--- src/hw/rtl/mlpf_pkg.sv ---
// Types and constants for the strict-priority multi-queue.
// No dependencies; used by every module of the block except mlpf_ram.
package mlpf_pkg;

    localparam int OP_W     = 1;
    localparam int PRIO_W   = 4;
    localparam int DIN_W    = 32;
    localparam int STATUS_W = 2;
    localparam int DOUT_W   = 32;

    localparam logic [OP_W-1:0] OP_INSERT = 1'b0;
    localparam logic [OP_W-1:0] OP_REMOVE = 1'b1;

    localparam logic [STATUS_W-1:0] ST_OK    = 2'd0;
    localparam logic [STATUS_W-1:0] ST_FULL  = 2'd1;
    localparam logic [STATUS_W-1:0] ST_EMPTY = 2'd2;
    localparam logic [STATUS_W-1:0] ST_RANGE = 2'd3;

    typedef struct packed {
        logic load_in;
        logic exec;
        logic load_out;
    } t_dp_cmd;

endpackage

--- src/hw/rtl/mlpf_ctrl.sv ---
// Controller of the priority queue: sequences accept, execute and result load,
// and owns the result valid flag. Depends on mlpf_pkg.
module mlpf_ctrl (
    input  logic              i_clk,
    input  logic              i_rst_n,
    input  logic              i_in_valid,
    output logic              o_in_ready,
    output logic              o_out_valid,
    input  logic              i_out_ready,
    output mlpf_pkg::t_dp_cmd o_cmd
);
    import mlpf_pkg::*;

    typedef enum logic [1:0] {
        S_IDLE,
        S_EXEC,
        S_DONE
    } t_state;

    t_state r_state;
    t_state n_state;
    logic   r_out_vld;
    logic   n_out_vld;

    always_comb begin
        o_cmd     = '0;
        n_state   = r_state;
        n_out_vld = r_out_vld & ~i_out_ready;
        unique case (r_state)
            S_IDLE: begin
                if (i_in_valid) begin
                    o_cmd.load_in = 1'b1;
                    n_state       = S_EXEC;
                end
            end
            S_EXEC: begin
                o_cmd.exec = 1'b1;
                n_state    = S_DONE;
            end
            S_DONE: begin
                if (!r_out_vld || i_out_ready) begin
                    o_cmd.load_out = 1'b1;
                    n_out_vld      = 1'b1;
                    n_state        = S_IDLE;
                end
            end
            default: begin
                n_state = S_IDLE;
            end
        endcase
    end

    always_ff @(posedge i_clk) begin
        if (!i_rst_n) begin
            r_state   <= S_IDLE;
            r_out_vld <= 1'b0;
        end else begin
            r_state   <= n_state;
            r_out_vld <= n_out_vld;
        end
    end

    assign o_in_ready  = (r_state == S_IDLE);
    assign o_out_valid = r_out_vld;

endmodule

--- config.mk ---
export PLATFORM = sky130hd
export DESIGN_NAME = mlpf_ctrl
export DESIGN_NICKNAME = d
export VERILOG_FILES = /design/src/hw/rtl/mlpf_pkg.sv /design/src/hw/rtl/mlpf_ctrl.sv
export SDC_FILE = /design/constraint.sdc
export NUM_CORES = 1
export LEC_CHECK = 0
export ABC_CLOCK_PERIOD_IN_PS = 1500
export BUFFER_PORTS_ARGS = -buffer_cell sky130_fd_sc_hd__buf_4
export CORE_AREA = 5 5 42 44
export DETAILED_ROUTE_END_ITERATION = 10
export DIE_AREA = 0 0 47 49
export SLEW_MARGIN = 5
export SYNTH_ARGS = -nofsm -noshare
export SYNTH_HDL_FRONTEND = slang
export SYNTH_SLANG_ARGS = --single-unit
--- constraint.sdc ---
create_clock -name i_clk -period 1.5 [get_ports i_clk]
set_input_delay 0.075 -clock i_clk [delete_from_list [all_inputs] [get_ports i_clk]]
set_output_delay 0.075 -clock i_clk [all_outputs]
set_load 0.02 [all_outputs]
==> out/qor_table.md, run 1 <==
| Metric | Reported | Unit |
| --- | --- | --- |
| Wirelength per Cell | 7.88 | um |
| Via count | 134 | - |
| H-Tree Depth | 1 | - |
| Number of antenna violations at the first check in global routing | 0 | - |
| Commonest non-fill, non-tap cell in the layout | sky130_fd_sc_hd__buf_4 | - |
| Syn nets | 17 | - |
| Area delta synth->final | 76.6 | % |
| Die span in y | 49 | um |
| Detailed-route wire length | 323 | um |
| Power density normalized to cell area | 1110 | nW/um2 |
| # hold bufs at CTS | 0 | - |
| Core area | 1400 | um2 |
| Number of endpoints failing setup at the final stage | 0 | - |
| Clock buffer depth | 2 | - |
| Maximum capacitance violations | 0 | - |
| Unrepaired setup endpoints after global routing | false | - |
| Leakage dissipation | 0.109 | nW |
| Setup crit start | r_state[0]$_SDFFE_PN0P_ | - |
| Die Footprint | 2300 | um2 |
| Post-CTS sizing | 0 | - |
| Post-Route Skew | 0.447 | ps |
| Area of the multi-input gates | 78.8 | um2 |
| Sum of internal, switching and leakage power | 271 | uW |
| Fraction of final layout cells with drive strength greater than 1 | 52.0 | % |
| Per-cell via count in the routed design | 3.27 | - |
| Overall routing resource usage | 4.02 | % |
| R2r worst-path depth | 2 | - |
| Worst-Margin Slew | 170 | ps |
| # port buffers | 8 | - |
| Vias in the first global route | 126 | - |
| Share of the core filled with cells in the final layout | 17.5 | % |
| Arrival time of the worst setup path | 990 | ps |
| Register area share after synthesis | 43.2 | % |
| Num CTS Buffers | 3 | - |
| CP Class | flip-flop to primary output | - |
| Clock Latency Late Sink | 230 | ps |
| Clk root buf | sky130_fd_sc_hd__clkbuf_4 | - |
| Fillers | 167 | - |
| Clock Sink Count | 3 | - |
| Final number of hold-violating endpoints | 0 | - |
| Final clock period utilization by the worst path | 70.8 | % |
| Fin Hold WS | 70.5 | ps |
| Flip-flop and latch area | 60.1 | um2 |
| Syn Area/Cell | 10.7 | um2 |
| Source of the worst register-to-register timing path | r_state[1]$_SDFFE_PN0P_ | - |
| R2r setup slk | 630 | ps |
| Status | completed | - |
| I/O pins | 9 | - |
| Hold path start | i_rst_n | - |
| Peak clock frequency supported by timing | 941 | MHz |
| Highest fanout seen on the critical path | 5 | - |
| RePlAce Congestion | 0.680 | - |
| Final Net Count | 30 | - |
| Reg clk slew, reported paths | 40 | ps |
| Number of placement rows | 14 | - |
| Clock tree from TritonCTS | yes | - |
| FF+latch count, synth | 3 | - |
| Synth unique cells | 10 | - |
| Pin count of the biggest net entering global routing | 6 | - |
| Syn Inst Count | 13 | - |
| Summed negative setup slack over all endpoints | 0 | ps |
| Die X | 47 | um |
| Hold Path Stages | 2 | - |
| Relative slew slack | 88.6 | % |
| Initial core utilization | 9.91 | % |
| DRC violation total after the first TritonRoute iteration | 0 | - |
| Data required time at the worst endpoint | 1420 | ps |
| First-pass GRT wire length | 524 | um |
| Count of antenna-violating nets left after detailed routing | 0 | - |
| First-pass iteration count of the detailed router | 1 | - |
| Startpoint type of the worst setup path | flip-flop | - |
| Post-placement setup slack | 628 | ps |
| Final Max Tran Viols | 0 | - |
| Number of warning messages in the yosys log | 0 | - |
| Inserted Diodes | 0 | - |
| Worst hold-check path type | primary input to flip-flop | - |
| # DRC | 0 | - |
| Sort of element at the end of the critical path | primary output | - |
| Remaining global-route overflow | 0 | - |
| Mapped cell area | 139 | um2 |
| Shortest clock period the worst path allows after layout | 1060 | ps |
| Post-CTS Setup Repair Bufs | 0 | - |
| Fin worst setup slack | 438 | ps |
| Peak ir drop on the vdd network | 246 | uV |
| Leading cell types in the layout, fill and taps excluded | 8 x sky130_fd_sc_hd__buf_4, 3 x sky130_fd_sc_hd__clkbuf_4, 3 x sky130_fd_sc_hd__dfxtp_1 | - |
## synthesized netlist by cell type, drive strengths merged
cell,number,area [um2]
nor2b,1,6.26
dfxtp,3,60.1
and2b,1,10.0
nor2,1,3.75
nand2b,2,12.5
and2,1,6.26
o21a,1,7.51
and4bb,1,12.5
a21boi,1,7.51
nor3b,1,12.5
## area by class of cell
cell class	count	area share [%]
multi-input combinational	10	32.1
sequential	3	24.5
timing repair buffer	8	24.5
clock buffer	4	10.7
tap	16	8.16
## per-layer routing
layer | up-vias | track usage (%) | part of all wire, %
met5 | - | 0 | 0
met3 | 0 | 5.90 | 26
met4 | 0 | 4.15 | 0
met2 | 8 | 3.85 | 38
met1 | 55 | 3.30 | 35
li1 | 71 | - | -
## critical path: stages (launching register included)
cell	delay [ps]
sky130_fd_sc_hd__dfxtp_1	330
sky130_fd_sc_hd__nand2b_1	170
sky130_fd_sc_hd__nor2b_1	110
sky130_fd_sc_hd__buf_4	140
## report_power, final
part / internal (mW) / switching, mW
registers: 0.0840 / 0.00382
logic: 0.0238 / 0.0193
clock network: 0.0996 / 0.0406
## state kept, by name (all words and copies together) (netlist names)
register	count
r_state	2
o_out_valid	1
## through the flow
stage | std cells | instance area, um2
after floorplan | 13 | 139
after global placement | 37 | 219
after detailed placement | 37 | 219
after CTS | 41 | 245
after global routing | 41 | 245
final | 41 | 245
## logic make-up after synthesis
| group | count (synthesis) | share of synthesized area (%) |
|---|---|---|
| and+or+nand+nor | 8 | 45.9 |
| DFF | 3 | 43.2 |
| AOI/OAI and AO/OA | 2 | 10.8 |
## worst paths after layout
path	to
worst max-delay path	o_cmd[0]
worst min-delay path	r_state[1]$_SDFFE_PN0P_
worst max register to register	r_state[1]$_SDFFE_PN0P_
worst min register to register	o_out_valid$_SDFF_PN0_
No activity file was read; power rests on OpenSTA's default activity.
==> run 2, diff against run 1 <==
- ABC_AREA: default -> 1
- ABC_CLOCK_PERIOD_IN_PS: 1500 -> 900
- clock period: 1.5 -> 0.9 ns (I/O delays scaled with it)
==> run 2 against run 1 <==
  * The flow now finishes with violations (setup timing)
  * Clock power rose by 68%
  * Combinational power rose to 2.6 times the previous value
  * Sequential power rose by 69%
  * Area after synthesis rose by 8.1%
  * Sequential share of layout area fell by 5.0 points
  * Critical path type unchanged
  * Highest routed layer is now met4
==> out/qor_table.md, run 2 <==
| Metric | Reported | Unit | Delta |
| --- | --- | --- | --- |
| Final Max Tran Viols | 0 | - | unchanged |
| Source of the worst register-to-register timing path | r_state[1]$_SDFFE_PN0P_ | - |  |
| Count of antenna-violating nets left after detailed routing | 0 | - | unchanged |
| GRT Max-Usage Layer | met4 | - |  |
| Sum of internal, switching and leakage power | 495 | uW | +83% |
| Remaining global-route overflow | 0 | - | unchanged |
| R2r worst-path depth | 5 | - | +3 |
| Peak ir drop on the vdd network | 360 | uV | +46% |
| Met1 demand-to-capacity share in global routing | 2.86 | % | -0.45 points |
| RePlAce Congestion | 0.599 | - | -12% |
| Maximum capacitance violations | 0 | - | unchanged |
| Vias in the first global route | 198 | - | +57% |
| Sort of element at the end of the critical path | primary output | - |  |
| Arrival time of the worst setup path | 900 | ps | -90 ps |
| Per-cell via count in the routed design | 3.38 | - | +3.3% |
| # DRC | 0 | - | unchanged |
| CP Class | flip-flop to primary output | - |  |
| Most frequently used cell type in the post-synthesis netlist | sky130_fd_sc_hd__inv_1 | - |  |
| Area contributors post-synth | sky130_fd_sc_hd__dfxtp_1 40%, sky130_fd_sc_hd__inv_1 15%, sky130_fd_sc_hd__nand2_1 7.5%, sky130_fd_sc_hd__nor2_4 7.5%, sky130_fd_sc_hd__nor3_2 6.7% | - |  |
| Placed cell count | 44 | - | +19% |
| Clock buffer depth | 2 | - | unchanged |
| Shortest clock period the worst path allows after layout | 949 | ps |  |
| Failing checks | setup timing | - |  |
| Worst Hold Path EP | o_out_valid$_SDFF_PN0_ | - |  |
| Fin worst setup slack | -49.2 | ps | -487 ps |
| Wirelength per Cell | 7.49 | um | -4.9% |
| Area share of the leading cell type in the synthesized netlist | 40.0 | % | -3.2 points |
| Clock Sink Count | 3 | - | unchanged |
| # hold bufs at CTS | 0 | - | unchanged |
| Inserted Diodes | 0 | - | unchanged |
| DRC violation total after the first TritonRoute iteration | 0 | - | unchanged |
| Syn Area/Cell | 7.51 | um2 | -30% |
| Summed negative setup slack over all endpoints | -107 | ps | -107 ps |
| Hold path start | i_rst_n | - |  |
| H-Tree Depth | 1 | - | unchanged |
| Global routing met3 resource utilization | 0.369 | % | -5.5 points |
| Data required time at the worst endpoint | 850 | ps | -570 ps |
| Commonest non-fill, non-tap cell in the layout | sky130_fd_sc_hd__buf_4 | - |  |
| Detailed-route wire length | 397 | um | +23% |
| Worst hold-check path type | primary input to flip-flop | - |  |
| Crit path buffers/inverters | 2 | - | +1 |
| Fraction of final layout cells with drive strength greater than 1 | 81.1 | % | +29 points |
| Pin count of the biggest net entering global routing | 5 | - | -1 |
| Core area | 1400 | um2 | unchanged |
| Syn nets | 24 | - | +7 |
| Clk root buf | sky130_fd_sc_hd__clkbuf_4 | - |  |
| # port buffers | 8 | - | unchanged |
| Number of endpoints failing setup at the final stage | 3 | - | +3 |
| Status | finished, violations left | - |  |
| Cell class contributing the biggest share of worst-path delay | flip-flops | - |  |
| Number of antenna violations at the first check in global routing | 0 | - | unchanged |
| R2r setup slk | 60 | ps | -570 ps |
| First-pass GRT wire length | 627 | um | +20% |
| HPWL Detailed | 295 | um |  |
| Largest stage delay on the critical path | 330 | ps | about the same |
| Final number of hold-violating endpoints | 0 | - | unchanged |
| Final Net Count | 42 | - | +40% |
| Power density normalized to cell area | 1510 | nW/um2 | +37% |
| Reg clk slew, reported paths | 40 | ps | about the same |
| Standard cell area after detailed placement | 235 | um2 | +7.4% |
| Clock Latency Late Sink | 230 | ps | about the same |
| Clock tree from TritonCTS | yes | - |  |
| Unrepaired setup endpoints after global routing | true | - |  |
| Max reg flops | 2 | - | unchanged |
| Die span in y | 49 | um | unchanged |
| FF+latch count, synth | 3 | - | unchanged |
| Top cells by instance count after synthesis | 6 x sky130_fd_sc_hd__inv_1, 3 x sky130_fd_sc_hd__dfxtp_1, 3 x sky130_fd_sc_hd__nand2_1 | - |  |
| Startpoint type of the worst setup path | flip-flop | - |  |
| Peak clock frequency supported by timing | 1050 | MHz |  |
| Most common flop cell mapped by yosys | sky130_fd_sc_hd__dfxtp_1 | - |  |
| M2 GR Usage | 6.33 | % | +2.5 points |
| Endpoint of the worst-slack reg-to-reg timing path | r_state[1]$_SDFFE_PN0P_ | - |  |
| Cell at the slowest stage of the critical path | sky130_fd_sc_hd__dfxtp_2 | - |  |
| Overall routing resource usage | 4.23 | % | +0.21 points |
| Synth unique cells | 11 | - | +1 |
| Area delta synth->final | 118 | % |  |
| I/O pins | 9 | - | unchanged |
| Post-synthesis async set-or-reset flop share | 0 | % | unchanged |
| Initial core utilization | 10.7 | % | +0.80 points |
| Leading cell types in the layout, fill and taps excluded | 11 x sky130_fd_sc_hd__buf_4, 3 x sky130_fd_sc_hd__inv_2, 3 x sky130_fd_sc_hd__inv_1, 3 x sky130_fd_sc_hd__clkbuf_4, 3 x sky130_fd_sc_hd__dfxtp_2 | - |  |
| Die X | 47 | um | unchanged |
| Number of warning messages in the yosys log | 0 | - | unchanged |
| First-pass iteration count of the detailed router | 1 | - | unchanged |
| Relative slew slack | 92.4 | % | +3.8 points |
| Largest register by flop count | r_state | - |  |
| Syn Inst Count | 20 | - | +7 |
| Layout Cell Area excl Fill | 328 | um2 | +34% |
| Worst-Margin Slew | 114 | ps | -56.5 ps |
| Register area share after synthesis | 40.0 | % | -3.2 points |
| Hold Path Stages | 2 | - | unchanged |
| Final clock period utilization by the worst path | 105 | % |  |
| Leakage dissipation | 0.156 | nW | +43% |
| Post-synth EDFFs | 0 | - | unchanged |
| Mapped cell area | 150 | um2 | +8.1% |
| Leading area contributor after synthesis | sky130_fd_sc_hd__dfxtp_1 | - |  |
| Die Footprint | 2300 | um2 | unchanged |
| Setup crit start | r_state[1]$_SDFFE_PN0P_ | - |  |
| Post-Route Skew | 3.86 | ps | +3.41 ps |
| Post-placement setup slack | 119 | ps | -509 ps |
| Num CTS Buffers | 3 | - | unchanged |
| Non-Filler Instances | 53 | - | +29% |
| Sequence of cells on the critical path | inv_4, nor3_2, buf_4 | - |  |
| Number of placement rows | 14 | - | unchanged |
| Via count | 179 | - | +34% |
| Highest fanout seen on the critical path | 4 | - | -1 |
run 2: cells by family (layout without fill, tap and decap cells):
logic type | Yosys count | after routing | share of synthesized area [%]
AND/OR/NAND/NOR | 8 | 8 | 31.7
flip-flops | 3 | 3 | 40.0
buffers and inverters | 7 | 24 | 17.5
AO/OA/AOI/OAI | 2 | 2 | 10.8
run 2: worst register-to-register path, delay by kind of cell (launching register included):
kind | cells | cell delay, ps
buffers and inverters | 2 | 180
AOI/OAI and AO/OA | 1 | 110
DFF | 1 | 330
and+or+nand+nor | 2 | 150
run 2: final cells by class:
type                    count  area, um2
clock buffers               4       26.3
multi-input cells          10       83.8
flip-flops and latches      3       63.8
inverters                   7       28.8
fillers                   159       1070
well taps                  16       20.0
repair buffers             13        105
run 2: worst max path at each step:
| stage | slack, ps | cells after the start | endpoint |
|---|---|---|---|
| finish | -50 | 3 | o_cmd[0] |
| global route | -100 | 3 | o_cmd[0] |
| CTS | -60 | 4 | o_cmd[2] |
| detailed placement | 120 | 4 | o_cmd[2] |
| global placement | 120 | 4 | o_cmd[2] |
| floorplan | 60 | 4 | r_state[1]$_SDFFE_PN0P_ |
run 2: per-layer routing:
metal	vias up	part of all wire, %
met5	-	0
met4	0	3.5
met3	2	7.3
met2	6	61
met1	80	28
li1	91	-
run 2: power by group:
| group | switching, mW | leakage, nW | internal, mW |
|---|---|---|---|
| clock network | 0.0685 | 0.0150 | 0.166 |
| registers | 0.00666 | 0.0258 | 0.141 |
| logic | 0.0542 | 0.115 | 0.0582 |
run 2: timing repair:
action,CTS,global route
pin swaps,1,0
setup endpoints to repair,4,5
resized for setup,6,7
setup buffers,4,1
run 2: metrics by stage:
step / hold WS (ps) / utilization [%]
final: 21.4 / 23.4
after global routing: 41.6 / 23.4
after floorplan: 163 / -
after global placement: 259 / 16.8
after detailed placement: 261 / 16.8
after CTS: 18.6 / 21.4
==> run 3, diff against run 2 <==
- ABC_AREA: 1 -> default
- ABC_CLOCK_PERIOD_IN_PS: 900 -> default
==> run 3 against run 2 <==
  * The run still ends with setup timing left
  * Flip-flop and latch count stayed put
  * First-iteration DRC count stayed put
  * Die area stayed put
  * Clock power hardly changed
  * Non-clock buffer count is 2 lower
  * Largest power group unchanged
==> out/qor_table.md, run 3 (same netlist as run 1, synthesis figures left out) <==
| Metric | Reported | Unit | Delta |
| --- | --- | --- | --- |
| # hold bufs at CTS | 0 | - | unchanged |
| Number of placement rows | 14 | - | unchanged |
| # DRC | 0 | - | unchanged |
| Total net switching power | 113 | uW | -13% |
| Fin worst setup slack | -143 | ps | -94.0 ps |
| Max reg flops | 2 | - | unchanged |
| Peak ir drop on the vdd network | 229 | uV | -36% |
| Maximum capacitance violations | 0 | - | unchanged |
| Number of endpoints failing setup at the final stage | 4 | - | +1 |
| Die Footprint | 2300 | um2 | unchanged |
| Failing checks | setup timing | - |  |
| Overall routing resource usage | 4.51 | % | +0.28 points |
| Data required time at the worst endpoint | 850 | ps | about the same |
| I/O pins | 9 | - | unchanged |
| Inserted Diodes | 0 | - | unchanged |
| DRC violation total after the first TritonRoute iteration | 0 | - | unchanged |
| First-pass iteration count of the detailed router | 1 | - | unchanged |
| Clock tree from TritonCTS | yes | - |  |
| Core area | 1400 | um2 | unchanged |
| Unrepaired setup endpoints after global routing | true | - |  |
| Standard cell area after detailed placement | 233 | um2 | -1.1% |
| Sort of element at the end of the critical path | primary output | - |  |
| Worst hold-check path type | primary input to flip-flop | - |  |
| Peak clock frequency supported by timing | 959 | MHz | -9.0% |
| # port buffers | 8 | - | unchanged |
| Sum of internal, switching and leakage power | 478 | uW | -3.4% |
| Final clock period utilization by the worst path | 116 | % | +10 points |
| Layout Cell Area excl Fill | 299 | um2 | -8.8% |
| Per-cell via count in the routed design | 3.18 | - | -5.8% |
| Sequence of cells on the critical path | buf_6, nor3b_4, buf_6 | - |  |
| Fraction of power consumed by sequential logic | 31.1 | % | +1.2 points |
| Count of antenna-violating nets left after detailed routing | 0 | - | unchanged |
| Top cell by count, worst path | sky130_fd_sc_hd__buf_6 | - |  |
| Post-Route Skew | 0.888 | ps | -2.97 ps |
| Reg clk slew, reported paths | 40 | ps | about the same |
| Leading cell types in the layout, fill and taps excluded | 7 x sky130_fd_sc_hd__buf_4, 4 x sky130_fd_sc_hd__buf_6, 3 x sky130_fd_sc_hd__clkbuf_4 | - |  |
| Arrival time of the worst setup path | 1000 | ps | +100 ps |
| CP Class | flip-flop to primary output | - |  |
| Startpoint type of the worst setup path | flip-flop | - |  |
| Pin count of the biggest net entering global routing | 6 | - | +1 |
| Detailed-route wire length | 379 | um | -4.5% |
| Clock Sink Count | 3 | - | unchanged |
| Die X | 47 | um | unchanged |
| Clock buffer depth | 2 | - | unchanged |
| First-pass GRT wire length | 634 | um | +1.1% |
| Area delta synth->final | 115 | % |  |
| Largest stage delay on the critical path | 320 | ps | about the same |
| RePlAce Congestion | 0.623 | - | +4.0% |
| Combinational cell fraction of total power | 19.9 | % | -2.8 points |
| Shortest clock period the worst path allows after layout | 1040 | ps | +94.0 ps |
| Internal power component | 365 | uW | -0.21% |
| Final number of hold-violating endpoints | 0 | - | unchanged |
| Remaining global-route overflow | 0 | - | unchanged |
| Cell at the slowest stage of the critical path | sky130_fd_sc_hd__dfxtp_2 | - |  |
| Number of antenna violations at the first check in global routing | 0 | - | unchanged |
| Vias in the first global route | 158 | - | -20% |
| Post-placement setup slack | 5.94 | ps | -113 ps |
| H-Tree Depth | 1 | - | unchanged |
| Num CTS Buffers | 3 | - | unchanged |
| Final Max Tran Viols | 0 | - | unchanged |
| Clock Latency Late Sink | 230 | ps | about the same |
| Status | finished, violations left | - |  |
| Leakage dissipation | 0.132 | nW | -15% |
| Largest register by flop count | r_state | - |  |
| Switching part of the total | 23.7 | % | -2.5 points |
| Power density normalized to cell area | 1600 | nW/um2 | +5.9% |
| Initial core utilization | 9.91 | % | -0.80 points |
| Highest fanout seen on the critical path | 3 | - | -1 |
| Clk root buf | sky130_fd_sc_hd__clkbuf_4 | - |  |
| Die span in y | 49 | um | unchanged |
| Relative slew slack | 88.9 | % | -3.5 points |
| Commonest non-fill, non-tap cell in the layout | sky130_fd_sc_hd__buf_4 | - |  |
| Wirelength per Cell | 8.61 | um | +15% |
| Fraction of final layout cells with drive strength greater than 1 | 67.9 | % | -13 points |
| Share of the core filled with cells in the final layout | 21.3 | % | -2.1 points |
| Via count | 140 | - | -22% |
| Worst-Margin Slew | 165 | ps | +51.0 ps |
| Final Net Count | 33 | - | -21% |
| Fillers | 164 | - | +3.1% |
| Portion of total power attributed to the clock network | 49.0 | % | +1.6 points |
| HPWL Detailed | 266 | um | -9.7% |
| Summed negative setup slack over all endpoints | -355 | ps | -248 ps |
[run 3: cell count changes in the layout (fill, tap and decap cells not counted), moves of 2 or more]
| cell | delta |
|---|---|
| sky130_fd_sc_hd__buf_6 | +2 |
| sky130_fd_sc_hd__nor2_4 | -2 |
| sky130_fd_sc_hd__inv_1 | -3 |
| sky130_fd_sc_hd__inv_2 | -3 |
| sky130_fd_sc_hd__buf_4 | -4 |
| sky130_fd_sc_hd__nor3_2 | -2 |
[run 3: layout make-up]
type / count / area, um2 / share of cell area (%)
Tap cell: 16 / 20.0 / 6.69
Timing Repair Buffer: 11 / 97.6 / 32.6
Clock buffer: 4 / 26.3 / 8.79
Multi-Input combinational cell: 10 / 92.6 / 31.0
Sequential cell: 3 / 62.6 / 20.9
[run 3: through the flow]
step	std cells	hold slack (ps)
CTS	43	25.8
global route	44	50.8
detailed placement	38	273
floorplan	13	162
global placement	38	268
finish	44	36.2
[run 3: final timing paths]
check                                          endpoint               startpoint  slack, ps  cells past startpoint
worst min register to register   o_out_valid$_SDFF_PN0_   o_out_valid$_SDFF_PN0_        530                      2
worst max register to register  r_state[1]$_SDFFE_PN0P_  r_state[1]$_SDFFE_PN0P_          0                      3
worst min-delay path            r_state[1]$_SDFFE_PN0P_                  i_rst_n         40                      2
worst max-delay path                           o_cmd[2]  r_state[1]$_SDFFE_PN0P_       -140                      3
[run 3: per-layer routing]
| metal | global-route usage (%) | up-vias | routed length (um) | share of wire (%) |
|---|---|---|---|---|
| met4 | 5.53 | 0 | 0 | 0 |
| met3 | 4.80 | 0 | 66 | 17 |
| met5 | 0 | - | 0 | 0 |
| li1 | - | 76 | - | - |
| met1 | 4.18 | 57 | 134 | 35 |
| met2 | 4.52 | 7 | 178 | 47 |
[run 3: power by group through the flow]
stage	Clock (mW)	Combinational (mW)	Sequential [mW]
6_report	0.234	0.0953	0.149
5_1_grt	0.263	0.102	0.150
4_1_cts	0.250	0.0885	0.148
3_5_place_dp	0	0.0792	0.149
3_3_place_gp	0	0.0791	0.149
2_1_floorplan	0	0.0399	0.151
[run 3: critical path: cells and delay by family (launching register included)]
family	cells	cell delay [ps]
AND/OR/NAND/NOR	1	180
flip-flops	1	320
buffers and inverters	2	260
[run 3: what timing repair did]
| item | in CTS | in global routing |
|---|---|---|
| resized for setup | 5 | 2 |
| endpoints found under the hold margin | 0 | 0 |
| setup endpoints to repair | 4 | 5 |
| pin swaps | 1 | 1 |
| setup buffers | 1 | 1 |
